File: src/design/rcp_pkg.sv
package rcp_pkg;

	localparam logic [1:0] STATUS_COLOR     = 2'd0;
	localparam logic [1:0] STATUS_MALFORMED = 2'd1;
	localparam logic [1:0] STATUS_OTHER     = 2'd2;

	localparam logic       CMD_BYTE = 1'b0;
	localparam logic       CMD_TICK = 1'b1;

	// Position of a character within the "RGB:" prefix, or none
	localparam logic [2:0] PFX_R     = 3'd0;
	localparam logic [2:0] PFX_G     = 3'd1;
	localparam logic [2:0] PFX_B     = 3'd2;
	localparam logic [2:0] PFX_COLON = 3'd3;
	localparam logic [2:0] PFX_NONE  = 3'd4;

	localparam logic [15:0] IDLE_TIMEOUT_RESET = 16'd1000;
	localparam logic [7:0]  BRIGHTNESS_FULL    = 8'd255;
	localparam logic [1:0]  LAST_COMMA         = 2'd3;

	typedef struct packed {
		logic       command;
		logic [7:0] data_byte;
	} req_t;

	typedef struct packed {
		logic [1:0] status;
		logic [7:0] red;
		logic [7:0] green;
		logic [7:0] blue;
		logic [7:0] brightness;
		logic [5:0] line_length;
	} rsp_t;

	// Request after classification by the front end
	typedef struct packed {
		logic       is_tick;
		logic       is_eol;
		logic       is_zero;
		logic       is_comma;
		logic       is_blank;
		logic       is_sign;
		logic       is_minus;
		logic       is_digit;
		logic [3:0] digit;
		logic [2:0] pfx_code;
	} item_t;

endpackage

File: src/design/rcp_front.sv
module rcp_front (
	input  logic           clk,
	input  logic           arst_n,
	input  logic           in_valid,
	output logic           in_ready,
	input  rcp_pkg::req_t  in_data,
	output logic           item_valid,
	input  logic           item_pop,
	output rcp_pkg::item_t item
);
	import rcp_pkg::*;

	item_t      cls;
	item_t      queue_q [2];
	logic       wptr_q;
	logic       rptr_q;
	logic [1:0] count_q;
	logic       push;
	logic [7:0] c;

	assign c = in_data.data_byte;

	always_comb begin
		cls          = '0;
		cls.is_tick  = (in_data.command == CMD_TICK);
		cls.is_eol   = (in_data.command == CMD_BYTE) && (c == 8'h0A || c == 8'h0D);
		cls.is_zero  = (c == 8'h00);
		cls.is_comma = (c == 8'h2C);
		cls.is_blank = (c == 8'h20) || (c == 8'h09) || (c == 8'h0B) || (c == 8'h0C);
		cls.is_sign  = (c == 8'h2B) || (c == 8'h2D);
		cls.is_minus = (c == 8'h2D);
		cls.is_digit = (c >= 8'h30) && (c <= 8'h39);
		cls.digit    = c[3:0];
		case (c)
			8'h52:   cls.pfx_code = PFX_R;
			8'h47:   cls.pfx_code = PFX_G;
			8'h42:   cls.pfx_code = PFX_B;
			8'h3A:   cls.pfx_code = PFX_COLON;
			default: cls.pfx_code = PFX_NONE;
		endcase
	end

	assign in_ready   = (count_q != 2'd2);
	assign push       = in_valid && in_ready;
	assign item_valid = (count_q != 2'd0);
	assign item       = queue_q[rptr_q];

	always_ff @(posedge clk) begin
		if (push) begin
			queue_q[wptr_q] <= cls;
		end
	end

	always_ff @(posedge clk or negedge arst_n) begin
		if (!arst_n) begin
			wptr_q  <= 1'b0;
			rptr_q  <= 1'b0;
			count_q <= 2'd0;
		end else begin
			if (push) begin
				wptr_q <= ~wptr_q;
			end
			if (item_pop) begin
				rptr_q <= ~rptr_q;
			end
			case ({push, item_pop})
				2'b10:   count_q <= count_q + 2'd1;
				2'b01:   count_q <= count_q - 2'd1;
				default: count_q <= count_q;
			endcase
		end
	end

endmodule

File: src/design/rcp_back.sv
module rcp_back #(
	parameter int LINE_DEPTH = 64
) (
	input  logic           clk,
	input  logic           arst_n,
	input  logic           item_valid,
	output logic           item_pop,
	input  rcp_pkg::item_t item,
	input  logic           cfg_valid,
	input  logic [15:0]    cfg_data,
	output logic           out_valid,
	input  logic           out_ready,
	output rcp_pkg::rsp_t  out_data
);
	import rcp_pkg::*;

	localparam int CW = $clog2(LINE_DEPTH);

	typedef enum logic [1:0] {PH_LEAD, PH_DIGITS, PH_DONE} phase_t;

	localparam logic [2:0] PFX_MATCHED  = 3'd4;
	localparam logic [2:0] PFX_MISMATCH = 3'd5;

	logic [15:0]   timeout_q;
	logic [15:0]   idle_q, idle_n;
	logic [CW-1:0] stored_q, stored_n;
	logic [2:0]    prog_q, prog_n;
	logic [1:0]    cc_q, cc_n;
	phase_t        phase_q, phase_n;
	logic [8:0]    acc_q, acc_n;
	logic          neg_q, neg_n;
	logic          err_q, err_n;
	logic          ended_q, ended_n;
	logic [7:0]    fields_q [4];

	logic          field_we;
	logic          clear;
	logic          load_out;
	logic          close_err;
	logic [12:0]   acc_mul;
	logic [8:0]    acc_sat;
	rsp_t          res;
	logic          out_valid_q;
	rsp_t          out_data_q;

	// hold only a line end while the output register is occupied
	assign item_pop  = item_valid && (!item.is_eol || !out_valid_q || out_ready);
	assign close_err = acc_q[8] || (neg_q && (acc_q != 9'd0));
	assign acc_mul   = {1'b0, acc_q, 3'b000} + {3'b000, acc_q, 1'b0} + {9'd0, item.digit};
	assign acc_sat   = (acc_mul > 13'd256) ? 9'd256 : acc_mul[8:0];

	always_comb begin
		idle_n   = idle_q;
		stored_n = stored_q;
		prog_n   = prog_q;
		cc_n     = cc_q;
		phase_n  = phase_q;
		acc_n    = acc_q;
		neg_n    = neg_q;
		err_n    = err_q;
		ended_n  = ended_q;
		field_we = 1'b0;
		clear    = 1'b0;
		load_out = 1'b0;
		res      = '0;
		if (item_pop) begin
			if (item.is_tick) begin
				idle_n = (idle_q != 16'hFFFF) ? idle_q + 16'd1 : idle_q;
				if ((stored_q != '0) && (idle_n > timeout_q)) begin
					clear = 1'b1;
				end
			end else if (item.is_eol) begin
				idle_n = '0;
				if (stored_q != '0) begin
					load_out        = 1'b1;
					clear           = 1'b1;
					res.line_length = 6'(stored_q);
					if (prog_q != PFX_MATCHED) begin
						res.status = STATUS_OTHER;
					end else if (cc_q < 2'd2) begin
						res.status = STATUS_MALFORMED;
					end else if (err_q || close_err) begin
						res.status = STATUS_MALFORMED;
					end else begin
						res.status     = STATUS_COLOR;
						res.red        = fields_q[0];
						res.green      = fields_q[1];
						res.blue       = (cc_q == 2'd2) ? acc_q[7:0] : fields_q[2];
						res.brightness = (cc_q == 2'd2) ? BRIGHTNESS_FULL : acc_q[7:0];
					end
				end
			end else begin
				idle_n = '0;
				if (stored_q < CW'(LINE_DEPTH - 1)) begin
					stored_n = stored_q + CW'(1);
					if (!ended_q) begin
						if (item.is_zero) begin
							ended_n = 1'b1;
						end else if (prog_q < PFX_MATCHED) begin
							prog_n = (item.pfx_code == prog_q) ? prog_q + 3'd1 : PFX_MISMATCH;
						end else if (prog_q == PFX_MATCHED) begin
							if (item.is_comma && (cc_q != LAST_COMMA)) begin
								field_we = 1'b1;
								err_n    = err_q || close_err;
								phase_n  = PH_LEAD;
								acc_n    = '0;
								neg_n    = 1'b0;
								cc_n     = cc_q + 2'd1;
							end else begin
								case (phase_q)
									PH_LEAD: begin
										if (item.is_blank) begin
											phase_n = PH_LEAD;
										end else if (item.is_sign) begin
											neg_n   = item.is_minus;
											phase_n = PH_DIGITS;
										end else if (item.is_digit) begin
											phase_n = PH_DIGITS;
											acc_n   = acc_sat;
										end else begin
											phase_n = PH_DONE;
										end
									end
									PH_DIGITS: begin
										if (item.is_digit) begin
											acc_n = acc_sat;
										end else begin
											phase_n = PH_DONE;
										end
									end
									default: phase_n = phase_q;
								endcase
							end
						end
					end
				end else begin
					// drop the byte and the whole line
					clear = 1'b1;
				end
			end
		end
		if (clear) begin
			stored_n = '0;
			prog_n   = '0;
			cc_n     = '0;
			phase_n  = PH_LEAD;
			acc_n    = '0;
			neg_n    = 1'b0;
			err_n    = 1'b0;
			ended_n  = 1'b0;
		end
	end

	always_ff @(posedge clk) begin
		if (field_we) begin
			fields_q[cc_q] <= acc_q[7:0];
		end
		if (load_out) begin
			out_data_q <= res;
		end
	end

	always_ff @(posedge clk or negedge arst_n) begin
		if (!arst_n) begin
			timeout_q   <= IDLE_TIMEOUT_RESET;
			idle_q      <= '0;
			stored_q    <= '0;
			prog_q      <= '0;
			cc_q        <= '0;
			phase_q     <= PH_LEAD;
			acc_q       <= '0;
			neg_q       <= 1'b0;
			err_q       <= 1'b0;
			ended_q     <= 1'b0;
			out_valid_q <= 1'b0;
		end else begin
			if (cfg_valid) begin
				timeout_q <= cfg_data;
			end
			idle_q   <= idle_n;
			stored_q <= stored_n;
			prog_q   <= prog_n;
			cc_q     <= cc_n;
			phase_q  <= phase_n;
			acc_q    <= acc_n;
			neg_q    <= neg_n;
			err_q    <= err_n;
			ended_q  <= ended_n;
			if (load_out) begin
				out_valid_q <= 1'b1;
			end else if (out_ready) begin
				out_valid_q <= 1'b0;
			end
		end
	end

	assign out_valid = out_valid_q;
	assign out_data  = out_data_q;

endmodule

File: src/design/rgb_command_line_parser.sv
// RGB command line parser.
// in channel (in_valid/in_ready/in_data): one request per serial byte
// (command 0, data_byte holds the character) or per millisecond tick (command 1).
// out channel (out_valid/out_ready/out_data): one response per finished line
// that is not empty; status tells color, malformed RGB line or other line.
// cfg channel (cfg_valid/cfg_ready/cfg_data): writes the 16-bit idle timeout in
// ticks; cfg_ready is always high. Write it only while no request is in flight.
// Throughput: one request per cycle while in_ready is high. A front end
// classifies each character into a two-entry queue; the back end updates the
// line state for one queued request per cycle and fills the output register.
// A line's CR or LF passes through the front-end queue, and its response is
// registered in the output register that drives out_valid.
// When the receiver stalls, the response is held in the output register; the
// back end keeps going until a second response is due, then the queue fills
// and in_ready drops.
// Reset clears the line, the idle count and the output register, and sets the
// timeout to 1000 ticks.
module rgb_command_line_parser #(
	parameter int LINE_DEPTH = 64
) (
	input  logic          clk,
	input  logic          arst_n,
	input  logic          in_valid,
	output logic          in_ready,
	input  rcp_pkg::req_t in_data,
	output logic          out_valid,
	input  logic          out_ready,
	output rcp_pkg::rsp_t out_data,
	input  logic          cfg_valid,
	output logic          cfg_ready,
	input  logic [15:0]   cfg_data
);
	import rcp_pkg::*;

	logic  item_valid;
	logic  item_pop;
	item_t item;

	assign cfg_ready = 1'b1;

	rcp_front u_front (
		.clk        (clk),
		.arst_n     (arst_n),
		.in_valid   (in_valid),
		.in_ready   (in_ready),
		.in_data    (in_data),
		.item_valid (item_valid),
		.item_pop   (item_pop),
		.item       (item)
	);

	rcp_back #(
		.LINE_DEPTH (LINE_DEPTH)
	) u_back (
		.clk        (clk),
		.arst_n     (arst_n),
		.item_valid (item_valid),
		.item_pop   (item_pop),
		.item       (item),
		.cfg_valid  (cfg_valid && cfg_ready),
		.cfg_data   (cfg_data),
		.out_valid  (out_valid),
		.out_ready  (out_ready),
		.out_data   (out_data)
	);

endmodule

File: config.mk
export PLATFORM = sky130hd
export DESIGN_NAME = rgb_command_line_parser
export DESIGN_NICKNAME = d
export VERILOG_FILES = /design/src/design/rcp_pkg.sv /design/src/design/rcp_front.sv /design/src/design/rcp_back.sv /design/src/design/rgb_command_line_parser.sv
export SDC_FILE = /design/constraint.sdc
export NUM_CORES = 1
export LEC_CHECK = 0
export ABC_AREA = 1
export ABC_CLOCK_PERIOD_IN_PS = 4000
export BUFFER_PORTS_ARGS = -buffer_cell sky130_fd_sc_hd__buf_2
export CAP_MARGIN = 15
export CORE_MARGIN = 3
export CORE_UTILIZATION = 50
export CTS_CLUSTER_SIZE = 30
export DETAILED_ROUTE_END_ITERATION = 10
export PLACE_DENSITY = 0.75
export SLEW_MARGIN = 15
export SYNTH_ARGS = -nofsm -noshare
export SYNTH_HDL_FRONTEND = slang
export SYNTH_SLANG_ARGS = --single-unit
export TNS_END_PERCENT = 10
File: constraint.sdc
create_clock -name clk -period 4 [get_ports clk]
set_clock_uncertainty 0.15 [all_clocks]
set_input_delay 0.8 -clock clk [delete_from_list [all_inputs] [get_ports clk]]
set_output_delay 0.8 -clock clk [all_outputs]
set_load 0.005 [all_outputs]
==> results of run 1 <==
==> per-stage QoR <==
stage / setup WS, ns / std cells / hold WS, ns
after floorplan: 0.734 / 894 / 0.309
after global placement: 0.427 / 1175 / 0.338
after detailed placement: 0.363 / 1175 / 0.341
after CTS: 0.323 / 1207 / 0.354
after global routing: 0.0455 / 1212 / 0.384
final: 0.316 / 1212 / 0.335
==> path summary, 6_finish.rpt <==
kind	from	end	slack, ns	depth (start not counted)
worst max-delay path	u_back.idle_q[0]$_DFFE_PN0P_	u_back.acc_q[5]$_DFFE_PN0P_	0.32	24
worst min-delay path	arst_n	u_back.idle_q[7]$_DFFE_PN0P_	0.34	1
worst max register to register	u_back.idle_q[0]$_DFFE_PN0P_	u_back.acc_q[5]$_DFFE_PN0P_	0.32	24
worst min register to register	u_back.timeout_q[5]$_DFFE_PN1P_	u_back.timeout_q[5]$_DFFE_PN1P_	0.35	2
max in group asynchronous	arst_n	u_back.timeout_q[3]$_DFFE_PN1P_	2.60	2
min in group clk	u_back.timeout_q[5]$_DFFE_PN1P_	u_back.timeout_q[5]$_DFFE_PN1P_	0.35	2
==> layer usage <==
layer / wire length (um) / global-route usage (%)
met5: 0 / 0
met1: 7650 / 25.8
met4: 320 / 7.03
met3: 754 / 4.43
met2: 7340 / 28.1
==> Yosys cell counts, types with 3 or more instances <==
cell type                  count
sky130_fd_sc_hd__nand2_1     217
sky130_fd_sc_hd__inv_1       126
sky130_fd_sc_hd__nor2_1      107
sky130_fd_sc_hd__edfxtp_1     94
sky130_fd_sc_hd__dfrtp_1      56
sky130_fd_sc_hd__ha_1         43
sky130_fd_sc_hd__o21ai_0      43
sky130_fd_sc_hd__a21oi_1      30
sky130_fd_sc_hd__nand3_1      30
sky130_fd_sc_hd__nand4_1      24
sky130_fd_sc_hd__xor2_1       18
sky130_fd_sc_hd__nor3_1       13
sky130_fd_sc_hd__clkbuf_1      7
sky130_fd_sc_hd__nor4_1        7
sky130_fd_sc_hd__dfstp_2       6
sky130_fd_sc_hd__o22ai_1       6
sky130_fd_sc_hd__buf_2         5
sky130_fd_sc_hd__buf_4         4
sky130_fd_sc_hd__nand3b_1      4
sky130_fd_sc_hd__a211oi_1      3
sky130_fd_sc_hd__a31oi_1       3
sky130_fd_sc_hd__buf_6         3
sky130_fd_sc_hd__inv_2         3
sky130_fd_sc_hd__nand3_4       3
sky130_fd_sc_hd__o21ai_1       3
sky130_fd_sc_hd__o311ai_0      3
sky130_fd_sc_hd__or2_2         3
==> worst register-to-register path: cells and delay by family (launching register included) <==
family | cells | cell delay, ns
buf+inv | 3 | 0.25
fa+ha+maj | 2 | 0.54
flops | 1 | 0.41
compound gates | 3 | 0.53
simple gates | 16 | 1.70
==> flip-flops by register name, summed over array words and instances (netlist names), 2 cells and up <==
register / flops
u_back.acc_q: 9
u_back.fields_q: 24
u_back.timeout_q: 16
u_front.count_q: 2
u_back.prog_q: 3
u_back.cc_q: 2
u_back.phase_q: 2
u_back.stored_q: 6
out_data: 16
u_back.idle_q: 16
u_back.out_data: 24
u_front.queue_q: 30
==> final cells by class <==
cell class | instances | area, sq um | area share, %
sequential | 156 | 4380 | 46.3
multi-input combinational | 591 | 3250 | 34.4
inverter | 131 | 492 | 5.19
timing repair buffer | 86 | 468 | 4.94
clock buffer | 17 | 425 | 4.49
tap | 216 | 270 | 2.85
clock inverter | 15 | 178 | 1.88
==> power by group through the flow <==
stage | Combinational (W) | Clock [W] | Sequential [W]
finish | 0.00204 | 0.00160 | 0.00223
detailed placement | 0.00196 | 0 | 0.00226
global route | 0.00231 | 0.00171 | 0.00226
global placement | 0.00193 | 0 | 0.00225
CTS | 0.00198 | 0.00162 | 0.00223
floorplan | 0.00148 | 0 | 0.00223
==> cells by family after synthesis <==
family                   count (synthesis)
AO/OA/AOI/OAI                          102
XOR/XNOR                                20
adder cells (fa/ha/maj)                 45
buffers and inverters                  150
flip-flops                             156
multiplexers                             2
other                                    1
AND/OR/NAND/NOR                        418
==> what timing repair did <==
item	in CTS	in global routing
gates resized for setup	0	6
setup buffers	0	2
hold endpoints to repair	0	0
hold buffers	0	0
endpoints found under the setup margin	0	10
==> results.md, run 1 <==
* Power Internal at 0.00362 W
* Largest net degree at the start of global routing at 41
* Transition time at the pin with the least slew margin at 0.876 ns
* Die X-Extent at 134 um
* Buffers added on ports at 71
* Routed vias at 6096
* Period utilization at 92.1%
* Adder-cell area share of the yosys netlist at 7.06%
* Count of different cell masters after synthesis at 49
* Setup Total Neg Slack at 0 ns
* Critical path arrival at 3.85 ns
* VDD IR max at 0.408 mV
* Number of endpoints with negative hold slack in the final report at 0
* Cell repeated most along the worst path: sky130_fd_sc_hd__nand2_1
* Portion of netlist area occupied by mux cells at 0.260%
* Share of the yosys chip area belonging to registers at 53.5%
* Clock tree root driver cell: sky130_fd_sc_hd__clkbuf_16
* CP endpoint kind: flip-flop
* Mapped cell area at 8190 sq um
* Largest stage delay on the critical path at 0.41 ns
* Overall power consumption at 0.00587 W
* I/O pin count at 73
* Gate count after technology mapping at 894
* Count of standard-cell rows at 46
* Synthesized flop and latch total at 156
* Final std cell area, no fill at 9470 sq um
* Drt drc at 0
* Vias per cell at 5.03
* Final min period at 3.68 ns
* Clock tree from TritonCTS: yes
* Synthesized-area fraction occupied by xor and xnor cells at 2.14%
* Worst-path maximum fanout at 14
* Basic-gate share of the synthesized area counting and, or, nand and nor cells at 22.2%
* Vertical extent of the die at 134 um
* Post-synthesis area per instance at 9.16 sq um
* Cells taking the most area after synthesis: sky130_fd_sc_hd__edfxtp_1, sky130_fd_sc_hd__dfrtp_1, sky130_fd_sc_hd__nand2_1
* Via count of the first global-routing pass at 5575
* Outcome: finished, final reports clean
* Cells along the critical path: ha_1 -> inv_1 -> nor3_4 -> nand2_1 -> inv_1 -> nand3_1 -> nor2_2 -> nand2_1 -> a21boi_0 -> o21ai_0 -> ha_1 -> nand2_1 -> nor2_1 -> nand2_1 -> inv_1 -> nand2_1 -> nand2_1 -> nand2_1 -> nand2_1 -> nand2_4 -> o31ai_4 -> nand3_2 -> nand2_1 -> nand2_1
* Post-synth EDFFs at 94
* Most common library cell in the layout ignoring fill and taps: sky130_fd_sc_hd__nand2_1
* Share of the synthesized area in the top cell type at 34.5%
* Slowest library cell on the worst path: sky130_fd_sc_hd__dfrtp_1
* Logic pwr share at 34.8%
* Layout overhead on the synthesized area at 15.6%
* Gr usage total at 18.4%
* Unrepaired setup endpoints after global routing: false
* Total of warnings raised by yosys at 0
* Type of the worst setup path: flip-flop to flip-flop
* Cell type with the largest total area after synthesis: sky130_fd_sc_hd__edfxtp_1
* Placed inst area at 8800 sq um
* Number of antenna repair diodes at 0
* # Max-Cap Violations at 0
* Final estimated routing congestion in global placement at 0.894
* Nets at 1058
* Largest family of logic cells by synthesized area: simple AND/OR/NAND/NOR gates
* Data required time of the worst path at 4.17 ns
* Proportion of total power due to net switching at 38.3%
* Post-CTS clock slew at the launch and capture registers of the worst setup and hold paths at 0.07 ns
* Worst path top cell family by delay: simple AND/OR/NAND/NOR gates
* Detailed-router iteration count before antenna repair at 4
* Antenna violations before repair at 0
* Final wirelength at 16100 um
* Antenna viol nets, final at 0
* Max transition margin at 41.6%
* Number of DRC markers after the initial detailed-route iteration at 436
* Number of CTS-inserted buffers at 17
* Synthesized-area fraction occupied by ao, oa, aoi and oai cells at 7.35%
* Global-route wire length before repair at 26500 um
* Async set or reset register ratio after synthesis at 39.7%
* Maximum level of the CTS H-tree at 4
* Net count after synthesis at 969
* Highest-count cells in the layout ignoring fill and taps: sky130_fd_sc_hd__nand2_1, sky130_fd_sc_hd__inv_1, sky130_fd_sc_hd__nor2_1
* Global-route congestion overflow total at 0
* Clock power share at 27.3%
* Count of buffer and inverter cells on the critical path at 3
* Area of the core at 15900 sq um
* DP Wirelength at 11300 um
* Initial core utilization at 51.4%
* Share of post-route cells with drive strength above 1 at 15.4%
* Main flop type after synthesis: sky130_fd_sc_hd__edfxtp_1
* Clock insertion delay at the later pin of the skew report at 0.43 ns
* Maximum achievable frequency at 0.271 GHz
* Core occupancy in the finished layout at 59.4%
* Seq pwr share at 38.0%
* Class of the worst hold path: input port to async pin
* Clock Sinks at 156
* Count of fill cells added during filler insertion at 1349
* Max-slew violation count at 0
* Die outline area at 17900 sq um
* Switching Power at 0.00225 W
* Setup violation total in the final timing report at 0
* Routed wire length per instance at 13.3 um
* Power density over cell area at 620 nW/um^2
* Clock tree buffer depth at 2
* LEAKAGE at 4.38 nW
* Startpoint class of the critical path: flip-flop
(Power assumes the default switching activity.)
==> run 2, diff against run 1 <==
--- a/config.mk
+++ b/config.mk
@@ -10,10 +10,11 @@
 export BUFFER_PORTS_ARGS = -buffer_cell sky130_fd_sc_hd__buf_2
 export CAP_MARGIN = 15
 export CORE_MARGIN = 3
-export CORE_UTILIZATION = 50
+export CORE_UTILIZATION = 45
+export CTS_BUF_LIST = sky130_fd_sc_hd__clkbuf_4 sky130_fd_sc_hd__clkbuf_8
 export CTS_CLUSTER_SIZE = 30
 export DETAILED_ROUTE_END_ITERATION = 10
-export PLACE_DENSITY = 0.75
+export PLACE_DENSITY = 0.69
 export SLEW_MARGIN = 15
 export SYNTH_ARGS = -nofsm -noshare
 export SYNTH_HDL_FRONTEND = slang
==> run 2 against run 1 <==
Global-route usage down 1.4 points. Sequential cell count unchanged. Worst hold slack got worse by 0.17 ns. First-iteration DRC count decreased by 11%. Final area is 2.4% lower. Critical endpoint is now u_back.neg_q$_DFFE_PN0P_. Wire length up 0.88%. Power down 7.8%. Final cell count increased by 0.41%. Critical path depth stayed put. Non-clock buffer count down 1. Die area grew 11%. Critical path type unchanged.
==> results.md, run 2 (synthesis gave the netlist of run 1 again) <==
* Setup violation total in the final timing report at 0 (unchanged)
* Buffers added on ports at 71 (unchanged)
* Via count of the first global-routing pass at 5667 (+1.7%)
* Cell repeated most along the worst path: sky130_fd_sc_hd__nand2_1
* Final wirelength at 16200 um (+0.88%)
* Routed wire length per instance at 13.3 um (+0.47%)
* Max transition margin at 53.6% (+12 points)
* Critical path arrival at 3.86 ns (about the same)
* LEAKAGE at 4.28 nW (-2.2%)
* Global-route congestion overflow total at 0 (unchanged)
* Number of DRC markers after the initial detailed-route iteration at 388 (-11%)
* Share of post-route cells with drive strength above 1 at 15.1% (-0.24 points)
* # Max-Cap Violations at 0 (unchanged)
* Type of the worst setup path: flip-flop to flip-flop
* Sequential cell area at 4380 sq um (unchanged)
* Total met3 wirelength after detailed routing at 733 um (-2.8%)
* Non-Filler Instances at 1217 (+0.41%)
* Clock Sinks at 156 (unchanged)
* Area of the core at 17500 sq um (+10%)
* Largest stage delay on the critical path at 0.42 ns (about the same)
* Reg-to-reg startpoint: u_back.idle_q[0]$_DFFE_PN0P_
* Largest net degree at the start of global routing at 41 (unchanged)
* Count of standard-cell rows at 48 (+4.3%)
* Post-CTS clock slew at the launch and capture registers of the worst setup and hold paths at 0.10 ns (+0.03 ns)
* Period utilization at 90.6% (-1.5 points)
* Number of cells after detailed placement at 1182 (+0.60%)
* Clock insertion delay at the later pin of the skew report at 0.45 ns (+0.02 ns)
* Nets at 1054 (-0.38%)
* CP endpoint kind: flip-flop
* Maximum level of the CTS H-tree at 4 (unchanged)
* Transition time at the pin with the least slew margin at 0.694 ns (-0.182 ns)
* DP Wirelength at 11800 um (+4.0%)
* Antenna viol nets, final at 0 (unchanged)
* Flip-flop count of the largest register after layout at 30 (unchanged)
* Setup Total Neg Slack at 0 ns (unchanged)
* Clock tree from TritonCTS: yes
* Final std cell area, no fill at 9240 sq um (-2.4%)
* I/O pin count at 73 (unchanged)
* Class of the worst hold path: input port to async pin
* Initial core utilization at 46.7% (-4.7 points)
* Layout overhead on the synthesized area at 12.9%
* Die outline area at 19900 sq um (+11%)
* Slowest library cell on the worst path: sky130_fd_sc_hd__dfrtp_1
* CTS Hold Buffers Added at 0 (unchanged)
* Number of endpoints with negative hold slack in the final report at 0 (unchanged)
* WL met2 at 7230 um (-1.6%)
* Drt drc at 0 (unchanged)
* Routed vias at 6034 (-1.0%)
* Largest Register: u_front.queue_q
* Global-route wire length before repair at 27600 um (+4.0%)
* Critical path origin: u_back.idle_q[0]$_DFFE_PN0P_
* Most common library cell in the layout ignoring fill and taps: sky130_fd_sc_hd__nand2_1
* Clock tree root driver cell: sky130_fd_sc_hd__clkbuf_8
* Outcome: finished, final reports clean
* Multi-input gate area in the final layout at 3220 sq um (-1.0%)
* Placed inst area at 8790 sq um (about the same)
* Clock tree buffer depth at 2 (unchanged)
* Startpoint class of the critical path: flip-flop
* Antenna violations before repair at 0 (unchanged)
* Vertical extent of the die at 141 um (+5.2%)
* Power density over cell area at 585 nW/um^2 (-5.5%)
* Max-slew violation count at 0 (unchanged)
* Final estimated routing congestion in global placement at 0.909 (+1.7%)
* Count of fill cells added during filler insertion at 1593 (+18%)
* Cells along the critical path: ha_1 -> inv_1 -> nor3_4 -> nand3_2 -> nor2_4 -> inv_1 -> nand2_2 -> nor2_2 -> nand3_1 -> xor2_1 -> ha_1 -> nand2_1 -> nor2_1 -> nand4_1 -> nor2_1 -> nor2_1 -> nand2_1 -> nand2_1 -> nand2_4 -> buf_2 -> nand3_1 -> nand3_1 -> nand2_1 -> o21ai_1
* Highest-count cells in the layout ignoring fill and taps: sky130_fd_sc_hd__nand2_1, sky130_fd_sc_hd__inv_1, sky130_fd_sc_hd__nor2_1
* Gr usage total at 17.0% (-1.4 points)
* Data required time of the worst path at 4.23 ns (+0.06 ns)
* Number of antenna repair diodes at 0 (unchanged)
* Die X-Extent at 141 um (+5.2%)
* VDD IR max at 0.341 mV (-16%)
* Met1 Wirelength at 8040 um (+5.0%)
* Number of CTS-inserted buffers at 17 (unchanged)
* Worst-path maximum fanout at 9 (-5)
* Vias per cell at 4.96 (-1.4%)
* Maximum achievable frequency at 0.276 GHz (+1.6%)
* Top layer reached by signal wires: met4
* Final min period at 3.63 ns (-0.0587 ns)
* Detailed-router iteration count before antenna repair at 4 (unchanged)
==> run 2: power by group <==
| part | leakage, nW | switching [W] | internal (W) |
|---|---|---|---|
| Clock | 0.204 | 0.000697 | 0.000479 |
| Sequential | 1.68 | 0.000186 | 0.00204 |
| Combinational | 2.40 | 0.00133 | 0.000676 |
| Total | 4.28 | 0.00221 | 0.00320 |
==> run 2: worst max-delay path: cells and delay by family (launching register included) <==
family | cells | cell delay, ns
DFF | 1 | 0.42
adders and majority gates | 2 | 0.52
buffers and inverters | 3 | 0.50
and+or+nand+nor | 17 | 1.72
AOI/OAI and AO/OA | 1 | 0.06
xor gates and xnor gates | 1 | 0.17
==> run 2: cell type report <==
class	instances	area share [%]
Clock inverter	15	1.87
Tap cell	225	3.05
Multi-Input combinational cell	588	34.9
Clock buffer	17	2.53
Sequential cell	156	47.4
Inverter	131	5.32
Timing Repair Buffer	85	4.96
==> run 2: through the flow <==
stage                     setup slack (ns)  util [%]  power [W]  hold WS (ns)
after CTS                            0.317      52.5    0.00543         0.151
after floorplan                      0.734         -    0.00370         0.309
final                                0.375      52.7    0.00541         0.167
after global placement               0.356      50.1    0.00419         0.332
after detailed placement             0.355      50.1    0.00424         0.338
after global routing              -0.00715      52.7    0.00584         0.169
==> run 2: metal layers <==
metal,vias to the layer above,track usage [%]
met3,16,3.46
met1,2754,25.5
met5,-,0
met2,143,25.1
met4,0,5.15
li1,3121,-
==> run 2: worst paths after layout <==
| check | slack [ns] | depth (start not counted) | to |
|---|---|---|---|
| min | 0.17 | 1 | u_front.rptr_q$_DFFE_PN0P_ |
| max | 0.37 | 24 | u_back.neg_q$_DFFE_PN0P_ |
| max in group asynchronous | 2.81 | 2 | u_back.timeout_q[5]$_DFFE_PN1P_ |
| max reg2reg | 0.37 | 24 | u_back.neg_q$_DFFE_PN0P_ |
| min in group clk | 0.36 | 2 | u_back.timeout_q[6]$_DFFE_PN1P_ |
| min reg2reg | 0.36 | 2 | u_back.timeout_q[6]$_DFFE_PN1P_ |
==> run 2: timing repair <==
action | in CTS | in global routing
setup buffers | 0 | 3
setup endpoints to repair | 0 | 13
gates resized for setup | 0 | 5
==> run 3, diff against run 2 <==
--- a/config.mk
+++ b/config.mk
@@ -6,7 +6,7 @@
 export NUM_CORES = 1
 export LEC_CHECK = 0
 export ABC_AREA = 1
-export ABC_CLOCK_PERIOD_IN_PS = 4000
+export ABC_CLOCK_PERIOD_IN_PS = 3570
 export BUFFER_PORTS_ARGS = -buffer_cell sky130_fd_sc_hd__buf_2
 export CAP_MARGIN = 15
 export CORE_MARGIN = 3
==> constraint.sdc (replaced) <==
create_clock -name clk -period 3.57 [get_ports clk]
set_clock_uncertainty 0.15 [all_clocks]
set_input_delay 0.714 -clock clk [delete_from_list [all_inputs] [get_ports clk]]
set_output_delay 0.714 -clock clk [all_outputs]
set_load 0.005 [all_outputs]
==> run 3 against run 2 <==
Final area increased by 3.0%. Largest cell class unchanged. Clock-buffer cell count unchanged. Sequential share of layout area decreased by 1.4 points. Critical path type unchanged. First-iteration DRC count fell by 0.77%.
==> results.md, run 3 (synthesis gave the netlist of run 1 again) <==
* Transition time at the pin with the least slew margin at 1.08 ns (+0.383 ns)
* Sequential cell area at 4380 sq um (unchanged)
* Data required time of the worst path at 3.77 ns (-0.46 ns)
* Startpoint class of the critical path: flip-flop
* Non-Filler Instances at 1239 (+1.8%)
* Core occupancy in the finished layout at 54.3% (+1.6 points)
* Routed wire length per instance at 13.6 um (+1.9%)
* Multi-input gate area in the final layout at 3370 sq um (+4.5%)
* Die outline area at 19900 sq um (unchanged)
* Vertical extent of the die at 141 um (unchanged)
* Initial core utilization at 46.7% (unchanged)
* Count of standard-cell rows at 48 (unchanged)
* Slack of the worst reg-to-reg path at 0.19 ns (-0.18 ns)
* Layout overhead on the synthesized area at 16.3%
* Maximum achievable frequency at 0.296 GHz (+7.4%)
* Antenna violations before repair at 0 (unchanged)
* LEAKAGE at 4.39 nW (+2.5%)
* Number of endpoints with negative hold slack in the final report at 0 (unchanged)
* Final wirelength at 16800 um (+3.7%)
* Via count of the first global-routing pass at 5705 (+0.67%)
* Number of CTS-inserted buffers at 17 (unchanged)
* Largest Register: u_front.queue_q
* Period utilization at 94.6% (+3.9 points)
* Reg-to-reg startpoint: u_back.idle_q[1]$_DFFE_PN0P_
* Final std cell area, no fill at 9520 sq um (+3.0%)
* Final estimated routing congestion in global placement at 0.905 (-0.48%)
* Count of fill cells added during filler insertion at 1585 (-0.50%)
* Crit path capture: u_back.acc_q[8]$_DFFE_PN0P_
* Flip-flop count of the largest register after layout at 30 (unchanged)
* Power density over cell area at 653 nW/um^2 (+12%)
* Overall power consumption at 0.00621 W (+15%)
* Global-route wire length before repair at 27400 um (-0.40%)
* VDD IR max at 0.366 mV (+7.4%)
* Final min period at 3.38 ns (-0.249 ns)
* I/O pin count at 73 (unchanged)
* CP endpoint kind: flip-flop
* Clock tree root driver cell: sky130_fd_sc_hd__clkbuf_8
* Post-route worst hold slack at 0.294 ns (+0.127 ns)
* Most common library cell in the layout ignoring fill and taps: sky130_fd_sc_hd__nand2_1
* Vias per cell at 4.96 (about the same)
* Outcome: finished, final reports clean
* Routed vias at 6142 (+1.8%)
* Type of the worst setup path: flip-flop to flip-flop
* Drt drc at 0 (unchanged)
* Unrepaired setup endpoints after global routing: true
* Clock tree from TritonCTS: yes
* Number of cells after detailed placement at 1196 (+1.2%)
* Die X-Extent at 141 um (unchanged)
* Critical path origin: u_back.idle_q[1]$_DFFE_PN0P_
* Highest-count cells in the layout ignoring fill and taps: sky130_fd_sc_hd__nand2_1, sky130_fd_sc_hd__inv_1, sky130_fd_sc_hd__nor2_1
* Worst reg2reg endpoint: u_back.acc_q[8]$_DFFE_PN0P_
* Critical path arrival at 3.58 ns (-0.28 ns)
* Detailed-router iteration count before antenna repair at 5 (+1)
* Share of post-route cells with drive strength above 1 at 19.0% (+3.9 points)
* Max transition margin at 27.9% (-26 points)
* Number of DRC markers after the initial detailed-route iteration at 385 (-0.77%)
* Global-route congestion overflow total at 0 (unchanged)
* Clock Sinks at 156 (unchanged)
* Gr usage total at 16.9% (-0.091 points)
* Post-CTS clock slew at the launch and capture registers of the worst setup and hold paths at 0.10 ns (about the same)
* DP Wirelength at 11900 um (+1.0%)
* Largest net degree at the start of global routing at 41 (unchanged)
* Max-slew violation count at 0 (unchanged)
* Buffers added on ports at 71 (unchanged)
* Cells on worst reg2reg path at 24 (unchanged)
* Clock insertion delay at the later pin of the skew report at 0.46 ns (about the same)
* Number of antenna repair diodes at 0 (unchanged)
* Maximum level of the CTS H-tree at 4 (unchanged)
* Placed inst area at 8900 sq um (+1.2%)
* Antenna viol nets, final at 0 (unchanged)
* Worst-path maximum fanout at 7 (-2)
* Area of the core at 17500 sq um (unchanged)
* Class of the worst hold path: input port to flip-flop
* Clock tree buffer depth at 2 (unchanged)
* Setup violation total in the final timing report at 0 (unchanged)
* Nets at 1076 (+2.1%)
* # Max-Cap Violations at 0 (unchanged)
[run 3: stage by stage]
step	setup TNS, ns	setup slack [ns]
final	0	0.194
after global routing	-0.612	-0.0893
after detailed placement	0	0.0401
after CTS	0	0.00607
after floorplan	0	0.390
after global placement	0	0.0996
[run 3: area by class of cell]
class,instances,area share [%]
clock buffer,17,2.46
timing repair buffer,102,6.20
clock inverter,15,1.79
inverter,131,5.19
tap,225,2.96
multi-input combinational,593,35.4
sequential,156,46.0
[run 3: where the power goes]
group	internal, W	leakage [nW]	total, W	switching (W)
logic	0.000815	2.51	0.00243	0.00161
clock network	0.000533	0.201	0.00131	0.000781
registers	0.00229	1.68	0.00247	0.000181
total	0.00364	4.39	0.00621	0.00258
[run 3: critical path: stages, from the launching register on]
cell                      delay (ns)
sky130_fd_sc_hd__dfrtp_1        0.38
sky130_fd_sc_hd__ha_2           0.19
sky130_fd_sc_hd__inv_2          0.06
sky130_fd_sc_hd__nor3_4         0.19
sky130_fd_sc_hd__nand2_1        0.09
sky130_fd_sc_hd__inv_2          0.09
sky130_fd_sc_hd__nand3_2        0.10
sky130_fd_sc_hd__nor2_4         0.16
sky130_fd_sc_hd__buf_4          0.13
sky130_fd_sc_hd__a21oi_1        0.05
sky130_fd_sc_hd__a31oi_1        0.19
sky130_fd_sc_hd__ha_1           0.15
sky130_fd_sc_hd__nand2_1        0.07
sky130_fd_sc_hd__nor2_2         0.15
sky130_fd_sc_hd__nand2_2        0.10
sky130_fd_sc_hd__inv_1          0.06
sky130_fd_sc_hd__nand2_1        0.08
sky130_fd_sc_hd__nand2_1        0.07
sky130_fd_sc_hd__nand2_1        0.06
sky130_fd_sc_hd__nand2_2        0.11
sky130_fd_sc_hd__nand2_2        0.13
sky130_fd_sc_hd__o31ai_4        0.16
sky130_fd_sc_hd__nand3_2        0.18
sky130_fd_sc_hd__nand2_1        0.11
sky130_fd_sc_hd__nand2_1        0.06
[run 3: layer usage]
| layer | share of wire [%] | GRT usage [%] | vias up |
|---|---|---|---|
| met5 | 0 | 0 | - |
| met4 | 1.2 | 4.74 | 0 |
| met3 | 4.8 | 3.53 | 18 |
| met2 | 45 | 25.6 | 128 |
| met1 | 49 | 24.9 | 2829 |
| li1 | - | - | 3167 |
[run 3: what timing repair did]
action	4_1_cts	5_1_grt
buffers inserted	0	5
setup endpoints to repair	0	24
endpoints found under the hold margin	8	0
resized for setup	0	33
hold buffers	1	0
[run 3: worst min-delay path by stage]
stage | cells past startpoint | endpoint | startpoint | slack, ns
global placement | 2 | u_back.timeout_q[3]$_DFFE_PN1P_ | u_back.timeout_q[3]$_DFFE_PN1P_ | 0.33
floorplan | 0 | u_back.acc_q[0]$_DFFE_PN0P_ | arst_n | 0.27
finish | 2 | u_back.out_valid$_DFFE_PN0P_ | out_ready | 0.29
detailed placement | 2 | u_back.timeout_q[7]$_DFFE_PN1P_ | u_back.timeout_q[7]$_DFFE_PN1P_ | 0.33
global route | 2 | u_back.out_valid$_DFFE_PN0P_ | out_ready | 0.28
CTS | 2 | u_back.out_valid$_DFFE_PN0P_ | out_ready | 0.28
